===== src/hdl/pcpu_pkg.sv =====
`timescale 1ns / 1ps
// ----------------------------------------------------------------------------
// pcpu_pkg
// Shared types and codes of the prefix code pack/unpack unit.
// ----------------------------------------------------------------------------
package pcpu_pkg;

  localparam int SYM_W  = 8;
  localparam int CODE_W = 32;
  localparam int LEN_W  = 6;
  localparam int BYTE_W = 8;
  localparam int CNT_W  = 9;

  localparam logic [1:0] ACT_LOAD = 2'd0;
  localparam logic [1:0] ACT_ENC  = 2'd1;
  localparam logic [1:0] ACT_END  = 2'd2;
  localparam logic [1:0] ACT_DEC  = 2'd3;

  localparam logic [1:0] KIND_BYTE = 2'd0;
  localparam logic [1:0] KIND_SYM  = 2'd1;
  localparam logic [1:0] KIND_STAT = 2'd2;

  localparam logic [1:0] ERR_NONE   = 2'd0;
  localparam logic [1:0] ERR_NOCODE = 2'd1;
  localparam logic [1:0] ERR_EMPTY  = 2'd2;
  localparam logic [1:0] ERR_LONG   = 2'd3;

  localparam logic [2:0] EM_PACK = 3'd0;
  localparam logic [2:0] EM_PAD  = 3'd1;
  localparam logic [2:0] EM_SYM  = 3'd2;
  localparam logic [2:0] EM_ERR  = 3'd3;
  localparam logic [2:0] EM_END  = 3'd4;

  typedef struct packed {
    logic       capture;
    logic       mem_wr;
    logic       rd_scan;
    logic       enc_load;
    logic       enc_shift;
    logic       end_clear;
    logic       dec_start;
    logic       dec_shift;
    logic       scan_clr;
    logic       scan_inc;
    logic       buf_clr;
    logic       bit_inc;
    logic       emit;
    logic [2:0] emit_sel;
    logic [1:0] emit_err;
    logic       finish;
  } cmd_t;

  typedef struct packed {
    logic [1:0] action;
    logic       tbl_empty;
    logic       sym_bad;
    logic       sym_unused;
    logic       len_bad;
    logic       enc_last;
    logic       pack_full;
    logic       pack_nz;
    logic       hit;
    logic       scan_last;
    logic       limit;
    logic       bit_last;
    logic       fin;
    logic       slot_free;
    logic       pend_v;
  } sts_t;

  typedef struct packed {
    logic [1:0]        kind;
    logic [BYTE_W-1:0] value;
    logic [3:0]        used;
    logic [1:0]        err;
  } res_t;

endpackage


===== src/hdl/pcpu_ctrl.sv =====
`timescale 1ns / 1ps
// ----------------------------------------------------------------------------
// pcpu_ctrl
// Sequencer: dispatches each word and steps encode, end and decode work.
// ----------------------------------------------------------------------------
module pcpu_ctrl (
  input  logic          clk,
  input  logic          rst_n,
  input  logic          in_valid,
  output logic          in_ready,
  input  pcpu_pkg::sts_t sts,
  output pcpu_pkg::cmd_t cmd
);
  import pcpu_pkg::*;

  localparam logic [3:0] S_IDLE    = 4'd0;
  localparam logic [3:0] S_DISP    = 4'd1;
  localparam logic [3:0] S_ENC_LD  = 4'd2;
  localparam logic [3:0] S_ENC_SH  = 4'd3;
  localparam logic [3:0] S_END_PAD = 4'd4;
  localparam logic [3:0] S_END_ST  = 4'd5;
  localparam logic [3:0] S_DEC_SH  = 4'd6;
  localparam logic [3:0] S_DEC_RD  = 4'd7;
  localparam logic [3:0] S_DEC_CMP = 4'd8;
  localparam logic [3:0] S_DEC_NX  = 4'd9;
  localparam logic [3:0] S_FIN     = 4'd10;

  logic [3:0] state_r, state_nxt;

  always_ff @(posedge clk) begin
    if (!rst_n) begin
      state_r <= S_IDLE;
    end else begin
      state_r <= state_nxt;
    end
  end

  assign in_ready = (state_r == S_IDLE);

  always_comb begin
    cmd       = '0;
    state_nxt = state_r;
    case (state_r)
      S_IDLE: begin
        if (in_valid) begin
          cmd.capture = 1'b1;
          state_nxt   = S_DISP;
        end
      end
      S_DISP: begin
        case (sts.action)
          ACT_LOAD: begin
            if (sts.sym_bad || sts.len_bad) begin
              if (sts.slot_free) begin
                cmd.emit     = 1'b1;
                cmd.emit_sel = EM_ERR;
                cmd.emit_err = sts.sym_bad ? ERR_NOCODE : ERR_LONG;
                state_nxt    = S_FIN;
              end
            end else begin
              cmd.mem_wr = 1'b1;
              state_nxt  = S_FIN;
            end
          end
          ACT_ENC: begin
            if (sts.tbl_empty || sts.sym_bad || sts.sym_unused) begin
              if (sts.slot_free) begin
                cmd.emit     = 1'b1;
                cmd.emit_sel = EM_ERR;
                cmd.emit_err = sts.tbl_empty ? ERR_EMPTY : ERR_NOCODE;
                state_nxt    = S_FIN;
              end
            end else begin
              state_nxt = S_ENC_LD;
            end
          end
          ACT_END: begin
            state_nxt = sts.pack_nz ? S_END_PAD : S_END_ST;
          end
          default: begin
            if (sts.tbl_empty) begin
              if (sts.slot_free) begin
                cmd.emit     = 1'b1;
                cmd.emit_sel = EM_ERR;
                cmd.emit_err = ERR_EMPTY;
                state_nxt    = S_FIN;
              end
            end else begin
              cmd.dec_start = 1'b1;
              state_nxt     = S_DEC_SH;
            end
          end
        endcase
      end
      S_ENC_LD: begin
        cmd.enc_load = 1'b1;
        state_nxt    = S_ENC_SH;
      end
      S_ENC_SH: begin
        if (!sts.pack_full || sts.slot_free) begin
          cmd.enc_shift = 1'b1;
          cmd.emit      = sts.pack_full;
          cmd.emit_sel  = EM_PACK;
          if (sts.enc_last) begin
            state_nxt = S_FIN;
          end
        end
      end
      S_END_PAD: begin
        if (sts.slot_free) begin
          cmd.emit     = 1'b1;
          cmd.emit_sel = EM_PAD;
          state_nxt    = S_END_ST;
        end
      end
      S_END_ST: begin
        if (sts.slot_free) begin
          cmd.emit      = 1'b1;
          cmd.emit_sel  = EM_END;
          cmd.end_clear = 1'b1;
          state_nxt     = S_FIN;
        end
      end
      S_DEC_SH: begin
        cmd.dec_shift = 1'b1;
        cmd.scan_clr  = 1'b1;
        state_nxt     = S_DEC_RD;
      end
      S_DEC_RD: begin
        cmd.rd_scan = 1'b1;
        state_nxt   = S_DEC_CMP;
      end
      S_DEC_CMP: begin
        // keep the scanned entry on the read port while the output stalls
        cmd.rd_scan = 1'b1;
        if (sts.hit) begin
          if (sts.slot_free) begin
            cmd.emit     = 1'b1;
            cmd.emit_sel = EM_SYM;
            cmd.buf_clr  = 1'b1;
            state_nxt    = S_DEC_NX;
          end
        end else if (sts.scan_last) begin
          if (!sts.limit) begin
            state_nxt = S_DEC_NX;
          end else if (sts.slot_free) begin
            // no code matched within the longest length
            cmd.emit     = 1'b1;
            cmd.emit_sel = EM_ERR;
            cmd.emit_err = ERR_LONG;
            cmd.buf_clr  = 1'b1;
            state_nxt    = S_DEC_NX;
          end
        end else begin
          cmd.scan_inc = 1'b1;
          state_nxt    = S_DEC_RD;
        end
      end
      S_DEC_NX: begin
        cmd.bit_inc = 1'b1;
        if (sts.bit_last) begin
          cmd.buf_clr = sts.fin;
          state_nxt   = S_FIN;
        end else begin
          state_nxt = S_DEC_SH;
        end
      end
      S_FIN: begin
        if (!sts.pend_v || sts.slot_free) begin
          cmd.finish = 1'b1;
          state_nxt  = S_IDLE;
        end
      end
      default: begin
        state_nxt = S_IDLE;
      end
    endcase
  end

  a_emit_slot: assert property (@(posedge clk) disable iff (!rst_n)
    !cmd.emit || sts.slot_free)
    else $error("result pushed while output slot busy");
  a_rdy_idle: assert property (@(posedge clk) disable iff (!rst_n)
    in_ready |-> !cmd.emit && !cmd.finish)
    else $error("result pushed while idle");
  a_cap_disp: assert property (@(posedge clk) disable iff (!rst_n)
    cmd.capture |=> state_r == S_DISP)
    else $error("capture not followed by dispatch");

endmodule


===== config.mk =====
export PLATFORM = sky130hd
export DESIGN_NAME = pcpu_ctrl
export DESIGN_NICKNAME = d
export VERILOG_FILES = /design/src/hdl/pcpu_pkg.sv /design/src/hdl/pcpu_ctrl.sv
export SDC_FILE = /design/constraint.sdc
export NUM_CORES = 1
export LEC_CHECK = 0
export ABC_AREA = 1
export BUFFER_PORTS_ARGS = -buffer_cell sky130_fd_sc_hd__buf_2
export CAP_MARGIN = 15
export CELL_PAD_IN_SITES_DETAIL_PLACEMENT = 1
export CELL_PAD_IN_SITES_GLOBAL_PLACEMENT = 1
export CORE_ASPECT_RATIO = 1.4
export CORE_UTILIZATION = 30
export DETAILED_ROUTE_END_ITERATION = 8
export PLACE_DENSITY = 0.9
export SLEW_MARGIN = 25
export SYNTH_ARGS = -nofsm -noshare
export SYNTH_HDL_FRONTEND = slang
export SYNTH_SLANG_ARGS = --single-unit
export TNS_END_PERCENT = 20

===== constraint.sdc =====
create_clock -name clk -period 3.1 [get_ports clk]
set_input_delay 0.31 -clock clk [delete_from_list [all_inputs] [get_ports clk]]
set_output_delay 0.31 -clock clk [all_outputs]
set_load 0.02 [all_outputs]

# Word level (Yosys, flattened, before mapping)
# Index checks and enable logic that the tools add are counted.
# Widths: inputs -> output; s select.
[word_totals]
latch_bits = 0
wordCells = 93
output_inout_bits = 20
rom_bits = 0
n_memories = 0
register_bits = 4
ramBits = 0
input_bits = 19
[op_classes]
multipliers = 0
div_mod_pow = 0
n_reduce_logical = 12
eq_ne = 17
n_shift = 0
n_lt_le_gt_ge = 0
bitwise_logic = 0
add_sub_neg = 0
mux = 63
[ops]
columns = ["cell", "count"]
rows = [
  ["$mux 4", 19],
  ["$mux 6", 9],
  ["$pmux 4 s11", 1],
  ["$mux 1", 25],
  ["$pmux 4 s5", 1],
  ["$pmux 6 s3", 1],
  ["$eq 4x3->1 const B", 4],
  ["$eq 4x4->1 const B", 3],
  ["$pmux 4 s3", 1],
  ["$ne 2x2->1 const B", 5],
  ["$eq 4x2->1 const B", 2],
  ["$mux 2", 4],
  ["$logic_or 1x1->1", 5],
  ["$reduce_and 5->1", 1],
  ["$eq 4x1->1 const B", 1],
  ["$logic_not 4->1", 1],
  ["$pmux 2 s2", 1],
  ["$reduce_or 3->1", 1],
  ["$eq 2x1->1 const B", 1],
  ["$eq 2x2->1 const B", 1],
  ["$logic_not 1->1", 2],
  ["$logic_not 2->1", 1],
  ["$pmux 1 s2", 1],
  ["$reduce_or 2->1", 1],
]

# Logic depth before layout (Yosys ltp)
[depth]
word_depth = 5
ltp_mapped = 10
ltp_nobuf = 10

# Least setup slack after synthesis
# Ideal clock, no wire load.
[synth_timing]
path_type = "register to output"
from = "register state_r[0]"
to = "output port cmd[2] in the netlist's numbering"
slack_ns = 1.229
arrival_ns = 1.561
path_buffers = 0
required_time_ns = 2.790
path_stages_with_launch = 5
path_cell_list = "dfxtp_1 inv_2 nor2_4 nand2_4 o311ai_0"
[synth_rtl]
columns = ["element", "line_no", "source"]
rows = [
  ["start, declared", "pcpu_ctrl.sv:28", "logic [3:0] state_r, state_nxt;"],
  ["start signal, assigned", "pcpu_ctrl.sv:34", "state_r <= state_nxt;"],
  ["end, declared", "pcpu_ctrl.sv:12", "output pcpu_pkg::cmd_t cmd"],
]

==> flow_summary.json <==
{
  "antenna_left": 0,
  "drcViolationCount": 0,
  "grtUsageTotal": 0.197,
  "p_leak_nw": 0.639,
  "slowest_delay_ns": 0.52,
  "hp-class": "in2reg",
  "io_pins": 39,
  "syn_inst": 154,
  "p_total_mw": 0.670,
  "antenna_found_initial": 0,
  "cts_resized": 0,
  "setup_viol": 0,
  "fill_cells": 389,
  "cts_buffers": 3,
  "crit_start": "state_r[0]$_SDFFE_PN0P_",
  "synth_warnings": 0,
  "status": "finished, final reports clean",
  "crit_type": "reg2out",
  "cp.arrival_ns": 1.71,
  "area_delta_synth_final_pct": 28.9,
  "design_area_sq_um": 998,
  "core-area_sq_um": 2420,
  "overflow": 0,
  "swShare": 0.596,
  "die-area_sq_um": 2790,
  "gp_congestion": 0.873,
  "fp.dieW_um": 44.9,
  "cp_num_cells": 7,
  "clk_pin_slew_ns": 0.04,
  "syn_nets": 173,
  "final_common_cell": "nand2_1",
  "wl_mm": 2.58,
  "rows": 21,
  "top_register": "state_r",
  "worst_path_max_delay_cell": "dfxtp_1",
  "placed_area_sq_um": 976,
  "fin_crit_sh": 0.652,
  "ff2ff_path_depth": 8,
  "comb_power_share": 0.718,
  "vias": 1105,
  "grt_pass1_wl_mm": 4.31,
  "synth_area_sq_um": 774,
  "relSlewSlack": 0.752,
  "synth-seq-area-share": 0.103,
  "peakVddDrop_v": 0.000396,
  "reg2reg_from": "state_r[0]$_SDFFE_PN0P_",
  "layout-drive-gt1-share": 0.309,
  "top_regs": "state_r (4)",
  "wl_per_cell_um": 11.5,
  "most-common-layout-cells": "43 x nand2_1, 38 x buf_2, 22 x nor2_1",
  "cts_root_buf": "clkbuf_4",
  "cts_setup_buffers": 0,
  "drt_iter0_drc": 7,
  "grt_max_degree": 14,
  "critPathLaunchType": "flop",
  "hold_buffers": 0,
  "largest_reg_flops": 4,
  "viasPerCell": 4.91,
  "fin_skew_ns": 0.00155,
  "htreeDepth": 1,
  "reg2reg_slack_ns": 1.65,
  "slew_viol_final": 0,
  "end_kind": "output pin",
  "fmax_mhz": 495,
  "dp_slack_ns": 1.33,
  "ys_ff_latch": 4,
  "syn_avg_cell_area_sq_um": 5.03,
  "seq_power_share": 0.184,
  "clock_sinks": 4,
  "hpwl_mm": 2.22,
  "fin_setup_tns_ns": 0,
  "setup_ws_ns": 1.08,
  "dr.pass1.iters": 4,
  "cp_cell_sequence": "inv_2 > nor2_4 > nand2_4 > a21oi_1 > nand2_1 > o311ai_0 > buf_2",
  "portBuffers": 38,
  "cap_violations": 0,
  "clockPowerShare": 0.098,
  "cts_buffer_depth": 2,
  "start_util": 0.320,
  "finalHoldViolCount": 0,
  "cts_tree": "done",
  "power_switching_mw": 0.399,
  "crit_family": "flip-flops",
  "die_y_um": 62.1,
  "worstPathRequired_ns": 2.79,
  "r2r_end": "state_r[3]$_SDFFE_PN0P_",
  "p_int_mw": 0.270,
  "final.min_clock_period_ns": 2.02,
  "cp_max_fo": 8,
  "rsz0062_at_grt": "false",
  "worst_pin_slew_ns": 0.371,
  "antenna_cells": 0,
  "yosysUniqueCellTypes": 22,
  "fin_nets": 212,
  "p_per_area_nw_per_um2": 671,
  "grt_pass1_vias": 1082,
  "critPathBufInv": 2,
  "clock_latency_ns": 0.24,
  "worstSetupEndpoint": "cmd[3]"
}
[per-layer routing]
layer  vias up  global-route usage  wire (um)
met1       505               0.210       1080
met4         0              0.0720         36
met3         4             0.00291         74
li1        561                   -          -
met2        35               0.380       1390
met5         -                   0          0
[cells in the mapped netlist]
cell type	count	area share
nand2_4	1	0.015
clkinv_1	1	0.0048
dfxtp_1	4	0.10
nand2_2	3	0.024
nor3_1	1	0.0065
o21ai_1	1	0.0065
o311ai_0	2	0.023
buf_6	1	0.015
a31oi_1	1	0.0081
nand2_1	43	0.21
buf_2	1	0.0065
inv_1	21	0.10
buf_4	2	0.019
inv_2	7	0.034
nand4_1	4	0.032
nor2_1	22	0.11
a21oi_1	5	0.032
o21ai_0	13	0.084
nor2_2	3	0.024
nor2_4	3	0.044
a21oi_2	1	0.011
nand3_1	14	0.090
[cell type report]
class | count | area (sq um) | area share
clock buffer | 3 | 22.5 | 0.0226
inverter | 29 | 109 | 0.109
multi-input combinational | 117 | 554 | 0.555
sequential | 4 | 80.1 | 0.0802
tap | 34 | 42.5 | 0.0426
timing repair buffer | 38 | 190 | 0.190
[worst register-to-register path, delay by kind of cell (launching register included)]
family | cells | cell delay, ns
simple gates | 5 | 0.54
buf+inv | 1 | 0.10
compound gates | 2 | 0.23
flops | 1 | 0.52
[stage by stage]
step	hold WS, ns	utilization	instances
floorplan	0.480	-	154
global placement	0.603	0.404	222
detailed placement	0.609	0.404	222
CTS	0.360	0.413	225
global route	0.395	0.413	225
finish	0.362	0.413	225
[worst min path at each step]
stage,to,cells after the start,startpoint,slack (ns)
final,state_r[3]$_SDFFE_PN0P_,3,rst_n,0.36
after global routing,state_r[3]$_SDFFE_PN0P_,3,rst_n,0.39
after CTS,state_r[3]$_SDFFE_PN0P_,3,rst_n,0.36
after detailed placement,state_r[3]$_SDFFE_PN0P_,3,rst_n,0.61
after global placement,state_r[3]$_SDFFE_PN0P_,3,rst_n,0.60
after floorplan,state_r[3]$_SDFFE_PN0P_,2,rst_n,0.48
[cell families after synthesis]
kind of cell,count (synthesis),synth area share
flops,4,0.103
compound gates,23,0.165
simple gates,94,0.551
buf+inv,33,0.181
[power groups by stage]
stage / clock, mW / combinational (mW) / sequential, mW
final: 0.0656 / 0.481 / 0.123
after global routing: 0.0694 / 0.538 / 0.127
after CTS: 0.0678 / 0.484 / 0.122
after detailed placement: 0 / 0.482 / 0.122
after global placement: 0 / 0.472 / 0.120
after floorplan: 0 / 0.380 / 0.0977
Note: power is estimated with default switching activity, not from simulation.
